--- src/rtl/core/bpe_seg_pkg.sv ---
// ----------------------------------------------------------------------------
// bpe_seg_pkg
// Types, character codes and class codes shared by the pretokenizer segmenter.
// ----------------------------------------------------------------------------
package bpe_seg_pkg;

  localparam logic [2:0] CLS_LETTER = 3'd0;
  localparam logic [2:0] CLS_DIGIT  = 3'd1;
  localparam logic [2:0] CLS_OTHER  = 3'd2;
  localparam logic [2:0] CLS_SPACE  = 3'd3;
  localparam logic [2:0] CLS_CONTR  = 3'd4;

  localparam logic [7:0] CH_APOS  = 8'h27;
  localparam logic [7:0] CH_SPACE = 8'h20;
  localparam logic [7:0] CH_TAB   = 8'h09;
  localparam logic [7:0] CH_LF    = 8'h0A;
  localparam logic [7:0] CH_VT    = 8'h0B;
  localparam logic [7:0] CH_FF    = 8'h0C;
  localparam logic [7:0] CH_CR    = 8'h0D;
  localparam logic [7:0] CH_HIGH  = 8'h80;

  // Bytes still visible from the decided byte on: one, two, or three and more
  localparam logic [1:0] AVAIL_ONE   = 2'd1;
  localparam logic [1:0] AVAIL_TWO   = 2'd2;
  localparam logic [1:0] AVAIL_THREE = 2'd3;

  localparam int unsigned QueueDepth = 4;
  localparam int unsigned QueuePtrW  = $clog2(QueueDepth);

  typedef struct packed {
    logic [7:0] cur_byte;
    logic [7:0] nxt1;
    logic [7:0] nxt2;
    logic [1:0] avail;
    logic       text_last;
    logic       run_last;
  } seg_entry_t;

  function automatic logic [2:0] classify(input logic [7:0] b);
    logic [2:0] c;
    if ((b >= "A" && b <= "Z") || (b >= "a" && b <= "z") || b >= CH_HIGH) begin
      c = CLS_LETTER;
    end else if (b >= "0" && b <= "9") begin
      c = CLS_DIGIT;
    end else if (b == CH_SPACE || b == CH_TAB || b == CH_LF || b == CH_CR ||
                 b == CH_VT || b == CH_FF) begin
      c = CLS_SPACE;
    end else begin
      c = CLS_OTHER;
    end
    return c;
  endfunction

endpackage

--- src/rtl/core/bpe_seg_in_if.sv ---
// ----------------------------------------------------------------------------
// bpe_seg_in_if
// Text byte channel: valid/ready handshake with byte and end flag.
// ----------------------------------------------------------------------------
interface bpe_seg_in_if;
  logic       valid;
  logic       ready;
  logic [7:0] text_byte;
  logic       text_end;

  modport source (output valid, output text_byte, output text_end, input ready);
  modport sink   (input valid, input text_byte, input text_end, output ready);
endinterface

--- src/rtl/core/bpe_seg_out_if.sv ---
// ----------------------------------------------------------------------------
// bpe_seg_out_if
// Segmented byte channel: valid/ready handshake with byte and piece tags.
// ----------------------------------------------------------------------------
interface bpe_seg_out_if;
  logic       valid;
  logic       ready;
  logic [7:0] out_byte;
  logic       piece_start;
  logic [2:0] piece_class;
  logic       text_last;
  logic       run_last;

  modport source (output valid, output out_byte, output piece_start, output piece_class,
                  output text_last, output run_last, input ready);
  modport sink   (input valid, input out_byte, input piece_start, input piece_class,
                  input text_last, input run_last, output ready);
endinterface

--- src/rtl/core/bpe_seg_front.sv ---
// ----------------------------------------------------------------------------
// bpe_seg_front
// Lookahead window: holds three bytes (four at text end), emits one entry
// per decided byte; drains at text end, one per cycle while queue not full.
// ----------------------------------------------------------------------------
module bpe_seg_front (
  input  logic                    clk_i,
  input  logic                    rst_ni,
  bpe_seg_in_if.sink              text_i,
  output logic                    push_o,
  output bpe_seg_pkg::seg_entry_t entry_o,
  input  logic                    full_i
);

  typedef enum logic [1:0] {
    ST_RUN   = 2'b01,
    ST_FLUSH = 2'b10
  } front_state_e;

  front_state_e state_q, state_d;
  logic [7:0]   win_q [4];
  logic [7:0]   win_d [4];
  logic [2:0]   cnt_q, cnt_d;
  logic         accept;

  assign text_i.ready = (state_q == ST_RUN) && !full_i;
  assign accept       = text_i.valid && text_i.ready;

  always_comb begin
    state_d = state_q;
    win_d   = win_q;
    cnt_d   = cnt_q;
    push_o  = 1'b0;
    entry_o.cur_byte  = win_q[0];
    entry_o.nxt1      = win_q[1];
    entry_o.nxt2      = win_q[2];
    entry_o.avail     = bpe_seg_pkg::AVAIL_THREE;
    entry_o.text_last = 1'b0;
    entry_o.run_last  = 1'b1;
    case (state_q)
      ST_RUN: begin
        if (accept) begin
          if (text_i.text_end) begin
            win_d[cnt_q[1:0]] = text_i.text_byte;
            cnt_d   = cnt_q + 3'd1;
            state_d = ST_FLUSH;
          end else if (cnt_q == 3'd3) begin
            push_o   = 1'b1;
            win_d[0] = win_q[1];
            win_d[1] = win_q[2];
            win_d[2] = text_i.text_byte;
          end else begin
            win_d[cnt_q[1:0]] = text_i.text_byte;
            cnt_d = cnt_q + 3'd1;
          end
        end
      end
      ST_FLUSH: begin
        entry_o.avail     = (cnt_q >= 3'd3) ? bpe_seg_pkg::AVAIL_THREE : cnt_q[1:0];
        entry_o.text_last = (cnt_q == 3'd1);
        entry_o.run_last  = (cnt_q == 3'd1);
        if (!full_i) begin
          push_o   = 1'b1;
          win_d[0] = win_q[1];
          win_d[1] = win_q[2];
          win_d[2] = win_q[3];
          cnt_d    = cnt_q - 3'd1;
          if (cnt_q == 3'd1) begin
            state_d = ST_RUN;
          end
        end
      end
      default: begin
        state_d = ST_RUN;
        cnt_d   = 3'd0;
      end
    endcase
  end

  always_ff @(posedge clk_i or negedge rst_ni) begin
    if (!rst_ni) begin
      state_q <= ST_RUN;
      cnt_q   <= 3'd0;
    end else begin
      state_q <= state_d;
      cnt_q   <= cnt_d;
    end
  end

  always_ff @(posedge clk_i) begin
    win_q <= win_d;
  end

endmodule

--- src/rtl/core/bpe_seg_queue.sv ---
// ----------------------------------------------------------------------------
// bpe_seg_queue
// Short FIFO of window entries between the front and the back.
// ----------------------------------------------------------------------------
module bpe_seg_queue (
  input  logic                    clk_i,
  input  logic                    rst_ni,
  input  logic                    push_i,
  input  bpe_seg_pkg::seg_entry_t entry_i,
  output logic                    full_o,
  output logic                    avail_o,
  input  logic                    pop_i,
  output bpe_seg_pkg::seg_entry_t entry_o
);

  localparam int unsigned PtrW = bpe_seg_pkg::QueuePtrW;
  localparam int unsigned CntW = PtrW + 1;

  bpe_seg_pkg::seg_entry_t mem_q [bpe_seg_pkg::QueueDepth];
  logic [PtrW-1:0] wr_q, rd_q;
  logic [CntW-1:0] cnt_q;
  logic            do_push, do_pop;

  assign full_o  = (cnt_q == CntW'(bpe_seg_pkg::QueueDepth));
  assign avail_o = (cnt_q != '0);
  assign entry_o = mem_q[rd_q];
  assign do_push = push_i && !full_o;
  assign do_pop  = pop_i && avail_o;

  always_ff @(posedge clk_i or negedge rst_ni) begin
    if (!rst_ni) begin
      wr_q  <= '0;
      rd_q  <= '0;
      cnt_q <= '0;
    end else begin
      if (do_push) begin
        wr_q <= wr_q + PtrW'(1);
      end
      if (do_pop) begin
        rd_q <= rd_q + PtrW'(1);
      end
      cnt_q <= cnt_q + CntW'(do_push) - CntW'(do_pop);
    end
  end

  always_ff @(posedge clk_i) begin
    if (do_push) begin
      mem_q[wr_q] <= entry_i;
    end
  end

endmodule

--- src/rtl/core/bpe_seg_back.sv ---
// ----------------------------------------------------------------------------
// bpe_seg_back
// Piece decision and output register: one byte per cycle when not stalled.
// ----------------------------------------------------------------------------
module bpe_seg_back (
  input  logic                    clk_i,
  input  logic                    rst_ni,
  input  logic                    avail_i,
  input  bpe_seg_pkg::seg_entry_t entry_i,
  output logic                    pop_o,
  bpe_seg_out_if.source           piece_o
);

  logic [2:0] cur_cls_q, cur_cls_d;
  logic       open_q, open_d;
  logic [1:0] contr_q, contr_d;
  logic       lead_q, lead_d;
  logic       out_valid_q;
  logic [7:0] byte_q;
  logic       start_q, start_d;
  logic [2:0] cls_q, cls_d;
  logic       tlast_q, rlast_q;
  logic [2:0] cls_b, cls_n1;
  logic       apos, two, three;
  logic [7:0] b, n1, n2;

  assign pop_o = avail_i && (!out_valid_q || piece_o.ready);
  assign b     = entry_i.cur_byte;
  assign n1    = entry_i.nxt1;
  assign n2    = entry_i.nxt2;
  assign cls_b  = bpe_seg_pkg::classify(b);
  assign cls_n1 = bpe_seg_pkg::classify(n1);
  assign apos  = (b == bpe_seg_pkg::CH_APOS) && (entry_i.avail != bpe_seg_pkg::AVAIL_ONE);
  assign two   = (n1 == "s") || (n1 == "t") || (n1 == "m") || (n1 == "d");
  assign three = (entry_i.avail == bpe_seg_pkg::AVAIL_THREE) &&
                 (((n1 == "r") && (n2 == "e")) || ((n1 == "v") && (n2 == "e")) ||
                  ((n1 == "l") && (n2 == "l")));

  always_comb begin
    cur_cls_d = cur_cls_q;
    open_d    = open_q;
    contr_d   = contr_q;
    lead_d    = lead_q;
    start_d   = 1'b0;
    cls_d     = cur_cls_q;
    if (contr_q != 2'd0) begin
      contr_d = contr_q - 2'd1;
      cls_d   = bpe_seg_pkg::CLS_CONTR;
    end else if (open_q && lead_q) begin
      lead_d = 1'b0;
    end else if (open_q && (cur_cls_q != bpe_seg_pkg::CLS_CONTR) && (cls_b == cur_cls_q)) begin
      cls_d = cur_cls_q;
    end else begin
      start_d = 1'b1;
      lead_d  = 1'b0;
      if (apos && two) begin
        cls_d   = bpe_seg_pkg::CLS_CONTR;
        contr_d = 2'd1;
      end else if (apos && three) begin
        cls_d   = bpe_seg_pkg::CLS_CONTR;
        contr_d = 2'd2;
      end else if ((b == bpe_seg_pkg::CH_SPACE) && (entry_i.avail != bpe_seg_pkg::AVAIL_ONE) &&
                   (cls_n1 != bpe_seg_pkg::CLS_SPACE)) begin
        cls_d  = cls_n1;
        lead_d = 1'b1;
      end else begin
        cls_d = cls_b;
      end
      cur_cls_d = cls_d;
      open_d    = 1'b1;
    end
    // end of text: piece state back to its reset values
    if (entry_i.text_last) begin
      cur_cls_d = bpe_seg_pkg::CLS_LETTER;
      open_d    = 1'b0;
      contr_d   = 2'd0;
      lead_d    = 1'b0;
    end
  end

  always_ff @(posedge clk_i or negedge rst_ni) begin
    if (!rst_ni) begin
      cur_cls_q   <= bpe_seg_pkg::CLS_LETTER;
      open_q      <= 1'b0;
      contr_q     <= 2'd0;
      lead_q      <= 1'b0;
      out_valid_q <= 1'b0;
    end else begin
      if (pop_o) begin
        cur_cls_q   <= cur_cls_d;
        open_q      <= open_d;
        contr_q     <= contr_d;
        lead_q      <= lead_d;
        out_valid_q <= 1'b1;
      end else if (piece_o.ready) begin
        out_valid_q <= 1'b0;
      end
    end
  end

  always_ff @(posedge clk_i) begin
    if (pop_o) begin
      byte_q  <= b;
      start_q <= start_d;
      cls_q   <= cls_d;
      tlast_q <= entry_i.text_last;
      rlast_q <= entry_i.run_last;
    end
  end

  assign piece_o.valid       = out_valid_q;
  assign piece_o.out_byte    = byte_q;
  assign piece_o.piece_start = start_q;
  assign piece_o.piece_class = cls_q;
  assign piece_o.text_last   = tlast_q;
  assign piece_o.run_last    = rlast_q;

endmodule

--- src/rtl/core/bpe_pretokenizer_segmenter.sv ---
// ----------------------------------------------------------------------------
// bpe_pretokenizer_segmenter
// Splits a byte stream into pieces and tags every byte with a piece-start
// flag and a class, three bytes behind the input.
//
//   channel   dir  payload                                          handshake
//   text_i    in   text_byte[7:0], text_end                         valid/ready
//   piece_o   out  out_byte[7:0], piece_start, piece_class[2:0],    valid/ready
//                  text_last, run_last
//
// One byte per cycle in steady flow; a byte is presented once the third byte
// behind it is accepted, its entry having passed queue and output register.
// A byte with text_end set drains the lookahead window: the front takes no
// new byte until every byte held in the window has been pushed to the queue.
// A four-entry queue separates the window from the decision stage; while a
// result waits in the output register the back holds, and the input stalls
// once the queue is full.
// Reset clears the window count, piece state, queue and output valid.
// ----------------------------------------------------------------------------
module bpe_pretokenizer_segmenter (
  input  logic          clk_i,
  input  logic          rst_ni,
  bpe_seg_in_if.sink    text_i,
  bpe_seg_out_if.source piece_o
);

  bpe_seg_pkg::seg_entry_t front_entry, back_entry;
  logic front_push, q_full, q_avail, back_pop;

  bpe_seg_front u_front (
    .clk_i   (clk_i),
    .rst_ni  (rst_ni),
    .text_i  (text_i),
    .push_o  (front_push),
    .entry_o (front_entry),
    .full_i  (q_full)
  );

  bpe_seg_queue u_queue (
    .clk_i   (clk_i),
    .rst_ni  (rst_ni),
    .push_i  (front_push),
    .entry_i (front_entry),
    .full_o  (q_full),
    .avail_o (q_avail),
    .pop_i   (back_pop),
    .entry_o (back_entry)
  );

  bpe_seg_back u_back (
    .clk_i   (clk_i),
    .rst_ni  (rst_ni),
    .avail_i (q_avail),
    .entry_i (back_entry),
    .pop_o   (back_pop),
    .piece_o (piece_o)
  );

endmodule

--- src/flat_wrapper.sv ---
// flat-port wrapper written by rule: the top's interface ports become plain ports
module bpe_pretokenizer_segmenter_flat 
  (clk_i, rst_ni, text_i_valid, text_i_text_byte, text_i_text_end, text_i_ready, piece_o_valid, piece_o_out_byte, piece_o_piece_start, piece_o_piece_class, piece_o_text_last, piece_o_run_last, piece_o_ready);
  bpe_seg_in_if text_i_i ();
  bpe_seg_out_if piece_o_i ();
  input  logic clk_i;
  input  logic rst_ni;
  input wire logic [$bits(text_i_i.valid)-1:0] text_i_valid;
  input wire logic [$bits(text_i_i.text_byte)-1:0] text_i_text_byte;
  input wire logic [$bits(text_i_i.text_end)-1:0] text_i_text_end;
  output wire logic [$bits(text_i_i.ready)-1:0] text_i_ready;
  output wire logic [$bits(piece_o_i.valid)-1:0] piece_o_valid;
  output wire logic [$bits(piece_o_i.out_byte)-1:0] piece_o_out_byte;
  output wire logic [$bits(piece_o_i.piece_start)-1:0] piece_o_piece_start;
  output wire logic [$bits(piece_o_i.piece_class)-1:0] piece_o_piece_class;
  output wire logic [$bits(piece_o_i.text_last)-1:0] piece_o_text_last;
  output wire logic [$bits(piece_o_i.run_last)-1:0] piece_o_run_last;
  input wire logic [$bits(piece_o_i.ready)-1:0] piece_o_ready;
  assign text_i_i.valid = text_i_valid;
  assign text_i_i.text_byte = text_i_text_byte;
  assign text_i_i.text_end = text_i_text_end;
  assign text_i_ready = text_i_i.ready;
  assign piece_o_valid = piece_o_i.valid;
  assign piece_o_out_byte = piece_o_i.out_byte;
  assign piece_o_piece_start = piece_o_i.piece_start;
  assign piece_o_piece_class = piece_o_i.piece_class;
  assign piece_o_text_last = piece_o_i.text_last;
  assign piece_o_run_last = piece_o_i.run_last;
  assign piece_o_i.ready = piece_o_ready;
  bpe_pretokenizer_segmenter u_core (.clk_i(clk_i), .rst_ni(rst_ni), .text_i(text_i_i), .piece_o(piece_o_i));
endmodule
--- config.mk ---
export PLATFORM = sky130hd
export DESIGN_NAME = bpe_pretokenizer_segmenter_flat
export DESIGN_NICKNAME = d
export VERILOG_FILES = /design/src/rtl/core/bpe_seg_pkg.sv /design/src/rtl/core/bpe_seg_in_if.sv /design/src/rtl/core/bpe_seg_out_if.sv /design/src/rtl/core/bpe_seg_front.sv /design/src/rtl/core/bpe_seg_queue.sv /design/src/rtl/core/bpe_seg_back.sv /design/src/rtl/core/bpe_pretokenizer_segmenter.sv /design/src/flat_wrapper.sv
export SDC_FILE = /design/constraint.sdc
export NUM_CORES = 1
export LEC_CHECK = 0
export BUFFER_PORTS_ARGS = -buffer_cell sky130_fd_sc_hd__buf_2
export CORE_ASPECT_RATIO = 1.25
export CORE_MARGIN = 5
export CORE_UTILIZATION = 59
export CTS_BUF_LIST = sky130_fd_sc_hd__clkbuf_8
export DETAILED_ROUTE_END_ITERATION = 8
export PLACE_DENSITY = 0.82
export SYNTH_ARGS = -nofsm -noshare
export SYNTH_HDL_FRONTEND = slang
export SYNTH_SLANG_ARGS = --single-unit
--- constraint.sdc ---
create_clock -name clk_i -period 7.6 [get_ports clk_i]
set_input_delay 1.14 -clock clk_i [delete_from_list [all_inputs] [get_ports clk_i]]
set_output_delay 1.14 -clock clk_i [all_outputs]
set_load 0.05 [all_outputs]
* After elaboration in Yosys (flattened, before gate mapping) *
Memories as Yosys holds them, arrays and structs flattened.
Cells that the tools add are included.

storage, ports and cells
  register bits after elaboration = 66
  memory bits (writable) = 112
  output and inout bits = 16
  word-level logic and storage cells = 210
  memories = 1

cells by class
  add/sub/neg operators = 7
  order comparisons = 17
  eq/ne operators = 44
  multiplexer cells = 61
  bitwise operators = 1
  reductions and logical operators = 60

memory list
  name                  depth  width  rd ports  clocked after Yosys merged registers in  wr ports  RTL line             text
  u_core.u_queue.mem_q  4      28     1         0                                        1         bpe_seg_queue.sv:19  bpe_seg_pkg::seg_entry_t mem_q [bpe_seg_pkg::QueueDepth];

operator list
  cell                                                                number
  equality test 8 x 4 -> 1 bit (second input constant)                10
  equality test 8 x 7 -> 1 bit (second input constant)                9
  two-way mux 32 bit                                                  2
  two-way mux 24 bit                                                  2
  case mux 24 bit (2 select lines)                                    1
  two-way mux 3 bit                                                   12
  bitwise mux 32 bit                                                  1
  greater-or-equal comparator 8 x 7 -> 1 bit (second input constant)  4
  <= comparator 8 x 7 -> 1 bit (second input constant)                4
  two-way mux 2 bit                                                   14
  equality test 8 x 6 -> 1 bit (second input constant)                3
  logical AND 1 bit                                                   24
  two-way mux 1 bit                                                   22
  logical OR 1 bit                                                    20
  demux 8 bit (select 2 bit)                                          1
  greater-or-equal comparator 8 x 6 -> 1 bit (second input constant)  2
  greater-or-equal comparator 8 bit (second input constant)           2
  <= comparator 8 x 6 -> 1 bit (second input constant)                2
  two-way mux 8 bit                                                   2
  inequality test 2 bit (second input constant)                       8
  inequality test 3 bit (second input constant)                       5
  AND reduction 3 bit                                                 4
  AND reduction 4 bit                                                 3
  case mux 3 bit (2 select lines)                                     1
  other kinds (27)                                                    32

* Depth between registers and ports, before layout *
An unclocked memory read counts as a cell.

  depth after elaboration = 19
  gate-level depth with buffers = 16
  mapped depth without buffers = 14

* Cells and area by module *
From an unflattened synthesis, not the netlist that was laid out.

unflattened totals
  cell total of the unflattened synthesis = 508
  area total of the unflattened synthesis = 8,046.5 um^2

by module, submodules not included
  module         instances  cells an instance  area each (um^2)
  bpe_seg_queue  1          187                4,585.6
  bpe_seg_front  1          193                2,164.6
  bpe_seg_back   1          128                1,296.2

* Least setup slack after synthesis *
OpenSTA, ideal clock, no wires.

  path type = reg2reg
  start = reg u_core.u_front.state_q[0]
  end = reg u_core.u_queue.cnt_q[2]
  setup time = 0.124 ns
  arrival time = 4.228 ns
  required time = 7.476 ns
  setup slack = 3.248 ns
  cell stages (with the launch flop) = 16
  path buffers = 2
  clock period less this slack = 4.352 ns
  cells stage by stage = dfstp_2 > ha_1 > clkbuf_1 > nor2b_1 > nand2_1 > clkbuf_1 > o21bai_1 > nor3b_1 > inv_1 > ha_1 > inv_1 > ha_1 > inv_1 > fa_1 > xnor2_1 > xnor2_1

between the ends
  longest elaborated chain between the ends = 8

ends and longest elaborated chain
  element                          RTL line             text
  from (decl)                      bpe_seg_front.sv:20  front_state_e state_q, state_d;
  from (signal assigned)           bpe_seg_front.sv:85  state_q <= state_d;
  equality test 2 x 1 -> 1 bit     bpe_seg_front.sv:26  assign text_i.ready = (state_q == ST_RUN) && !full_i;
  logical AND 1 bit                bpe_seg_front.sv:26
  named net text_i_ready           flat_wrapper.sv:11   output wire logic [$bits(text_i_i.ready)-1:0] text_i_ready;
  logical AND 1 bit                bpe_seg_front.sv:27  assign accept = text_i.valid && text_i.ready;
  two-way mux 1 bit                bpe_seg_front.sv:42  if (accept) begin
  case mux 1 bit (2 select lines)  bpe_seg_front.sv:40  case (state_q)
  logical AND 1 bit                bpe_seg_queue.sv:27  assign do_push = push_i && !full_o;
  adder 3 x 1 -> 3 bit             bpe_seg_queue.sv:42  cnt_q <= cnt_q + CntW'(do_push) - CntW'(do_pop);
  subtractor 3 x 1 -> 3 bit        bpe_seg_queue.sv:42
  to (signal assigned)             bpe_seg_queue.sv:42
  to (decl)                        bpe_seg_queue.sv:21  logic [CntW-1:0] cnt_q;

The timed path passes the listed nets, and every way through them passes these cells.
A chain may end at the register's enable or synchronous reset.

* Final worst setup path *
  start = reg u_core.u_front.state_q[0]
  end = reg u_core.u_queue.cnt_q[2]

between the ends
  longest elaborated chain between the ends = 8

ends and longest elaborated chain
  element                            RTL line
  equality test 2 x 1 -> 1 bit       bpe_seg_front.sv:26, bpe_seg_front.sv:40
  logical AND 1 bit                  bpe_seg_front.sv:26
  logical AND 1 bit                  bpe_seg_front.sv:27
  two-way mux 1 bit                  bpe_seg_front.sv:42
  case mux 1 bit (2 select lines) *  bpe_seg_front.sv:40
  logical AND 1 bit *                bpe_seg_queue.sv:27
  adder 3 x 1 -> 3 bit *             bpe_seg_queue.sv:42
  subtractor 3 x 1 -> 3 bit *        bpe_seg_queue.sv:42

Every way passes the cells marked *; elsewhere a longest branch is shown, timed or not.

==> out/qor.yml <==
outcome:
  status: "completed"
timing:
  period_share_pct: 59.5
  finalClockSkew_ns: 0.0111
  max_freq_ghz: 0.221
  finalSetupTns_ns: 0
  hold_viol_final: 0
  slew_violations: 0
  worst_pin_slew_ns: 1.18
  max-slew-margin-rel_pct: 21.5
  fin_hold_ws_ns: 0.520
  rsz0062_at_grt: "false"
  fin_crit_ns: 4.53
  final-setup-viol-count: 0
worst_setup_path:
  worstPathRequired_ns: 7.98
  end_kind: "register"
  r2r-start: "u_core.u_front.state_q[0]"
  crit_path_start_kind: "register"
  crit_path_max_fanout: 17
  cp.arrival_ns: 4.91
  critPathLaunch: "u_core.u_front.state_q[0]"
  critical_path_class: "reg -> reg"
finish:
  final_common_cell: "edfxtp_1"
  nets: 556
  antennaDiodeCount: 0
  regArea_um2: 5250
  drive_above_1_share_pct: 18.1
  layout_common_cells: "edfxtp_1, nand2_1, o21ai_0"
  fillers: 890
  multi_input_area_um2: 2330
  final_cells: 713
  syn_to_final_growth_pct: 8.58
clocking:
  cts_buffers: 17
  cts_tree: "done"
  ctsResizeCount: 0
  postCtsHoldBufs: 0
  cts_sinks: 178
  htreeDepth: 4
  post_cts_buffers: 0
  root_buffer: "clkbuf_8"
  clock_latency_ns: 0.45
  cts_buffer_depth: 2
  clkTransAtPathRegs_ns: 0.09
grt:
  grt_usage_pct: 18.5
  antenna_found_initial: 0
  grt_pass1_wl_um: 22400
  grt_max_degree: 29
  grt_pass1_vias: 4425
  grt_overflow: 0
pwr:
  powerDensity_nw_per_um2: 375
  p_seq_share_pct: 47.2
  comb_power_share_pct: 33.2
  switching_share_pct: 37.0
  switching_power_mw: 1.17
  p_int_mw: 2.00
  power_leakage_nw: 2.99
  clkPwrFrac_pct: 19.7
  irDropWorstVdd_uv: 275
job:
  maxCapViolations: 0
hold_path:
  hp-class: "reg -> reg"
  min-delay-start: "u_core.u_back.contr_q[1]"
yosys:
  postSynthCellCount: 492
  ys_ff_latch: 178
  ys_types: 71
  async_reset_ff_share_pct: 11.2
  synth_area_per_cell_um2: 15.8
  ys.flop_type: "edfxtp_1"
  ys_warn_count: 0
  syn_nets: 519
  synth_edf_count: 158
  synth-seq-area-share_pct: 67.5
  syn-cell-area_um2: 7780
place:
  port_buffers: 28
  dp_hpwl_um: 9630
  dp_cells: 681
  gp_congestion: 0.893
routing:
  via_per_inst: 6.08
  drc: 0
  antenna_left: 0
  drt-total-wl_um: 14000
  wl_per_cell_um: 19.6
  drt_iter0_drc: 304
  drt-pass1-iter-count: 5
  vias: 4335
floorplan:
  start_util_pct: 59.3
  row_count: 47
  fp.coreArea_um2: 13100
  die_area_um2: 15600
  pin_count: 29
  die_y_um: 138
  die_w_um: 113
[registers in the layout, indices dropped and copies added, names as in the netlist, 2 cells and up, named ones only]
signal and flops:
u_core.u_queue.mem_q 112, u_core.u_front.entry_o 24, u_core.u_back.piece_o.out_byte 8, u_core.u_back.cur_cls_q 3, u_core.u_back.piece_o.piece_class 3, u_core.u_front.cnt_q 3, u_core.u_queue.cnt_q 3, u_core.u_back.contr_q 2
u_core.u_front.state_q 2, u_core.u_queue.rd_q 2, u_core.u_queue.wr_q 2
[power groups by stage]
stage | registers, mW | clock network [mW] | logic, mW
floorplan | 1.57 | 0 | 0.745
global placement | 1.50 | 0 | 1.01
detailed placement | 1.52 | 0 | 1.05
CTS | 1.49 | 0.636 | 1.05
global route | 1.52 | 0.683 | 1.13
finish | 1.50 | 0.623 | 1.05
[Yosys cell counts (all sizes together) (5+ instances only)]
cell | n | share of area [%]
a21oi | 8 | 0.51
xnor2 | 7 | 0.89
nand2 | 45 | 2.2
ha | 13 | 2.1
nand4 | 6 | 0.48
o31ai | 12 | 1.3
and2 | 5 | 0.42
mux4 | 21 | 6.6
mux2i | 28 | 3.6
o21ai | 30 | 1.9
nand2b | 6 | 0.58
nand3 | 9 | 0.58
clkbuf | 13 | 1.1
dfrtp | 19 | 6.1
edfxtp | 158 | 61
nor2 | 14 | 0.68
inv | 22 | 1.1
[worst paths after layout]
kind                                              endpoint  slack [ns]  depth (start not counted)
worst max-delay path               u_core.u_queue.cnt_q[2]        3.07                         13
worst min-delay path              u_core.u_back.contr_q[1]        0.52                          2
min in group asynchronous       u_core.u_back.cur_cls_q[1]        0.64                          1
worst max register to register     u_core.u_queue.cnt_q[2]        3.07                         13
worst min register to register    u_core.u_back.contr_q[1]        0.52                          2
max in group asynchronous        u_core.u_front.state_q[0]        6.60                          1
[cell type report]
class	instances	area share, %
inverters	22	0.978
multi-input cells	275	27.5
repair buffers	35	2.28
clock buffers	17	2.77
flip-flops and latches	178	62.1
clock inverters	15	1.75
well taps	171	2.53
[per-layer routing]
metal / part of all wire, % / track usage [%] / wire, um / vias up
met2: 54 / 32.1 / 7500 / 137
met1: 40 / 22.7 / 5640 / 2188
met4: 1.3 / 6.20 / 187 / 0
met3: 4.5 / 4.46 / 635 / 14
li1: - / - / - / 1996
met5: 0 / 0 / 0 / -
[metrics by stage]
| step | utilization, % | power [mW] | area, um2 | worst slack (ns) |
|---|---|---|---|---|
| final | 64.4 | 3.17 | 8440 | 3.07 |
| after global routing | 64.4 | 3.33 | 8440 | 2.68 |
| after CTS | 64.4 | 3.18 | 8440 | 3.08 |
| after detailed placement | 61.5 | 2.57 | 8060 | 2.99 |
| after global placement | 61.5 | 2.51 | 8060 | 3.04 |
| after floorplan | - | 2.32 | 7780 | 3.25 |
[critical path, stage by stage, from the launching register on]
cell and delay, ns:
dfstp_2 0.56, ha_1 0.31, nor2b_1 0.26, nand2_1 0.27
o21bai_1 1.00, nor3b_1 0.69, inv_1 0.10, ha_1 0.31
inv_1 0.06, ha_1 0.13, inv_1 0.05, fa_1 0.40
xnor2_1 0.18, xnor2_1 0.13
[cells by family (layout without fill, tap and decap cells)]
logic type	count (synthesis)	after routing	synth area share [%]
compound gates	80	80	7.11
xor+xnor	9	9	1.21
fa+ha+maj	14	14	2.35
buf+inv	39	89	2.70
flops	178	178	67.5
mux	50	50	10.4
simple gates	122	122	8.80
(Power assumes the default switching activity.)
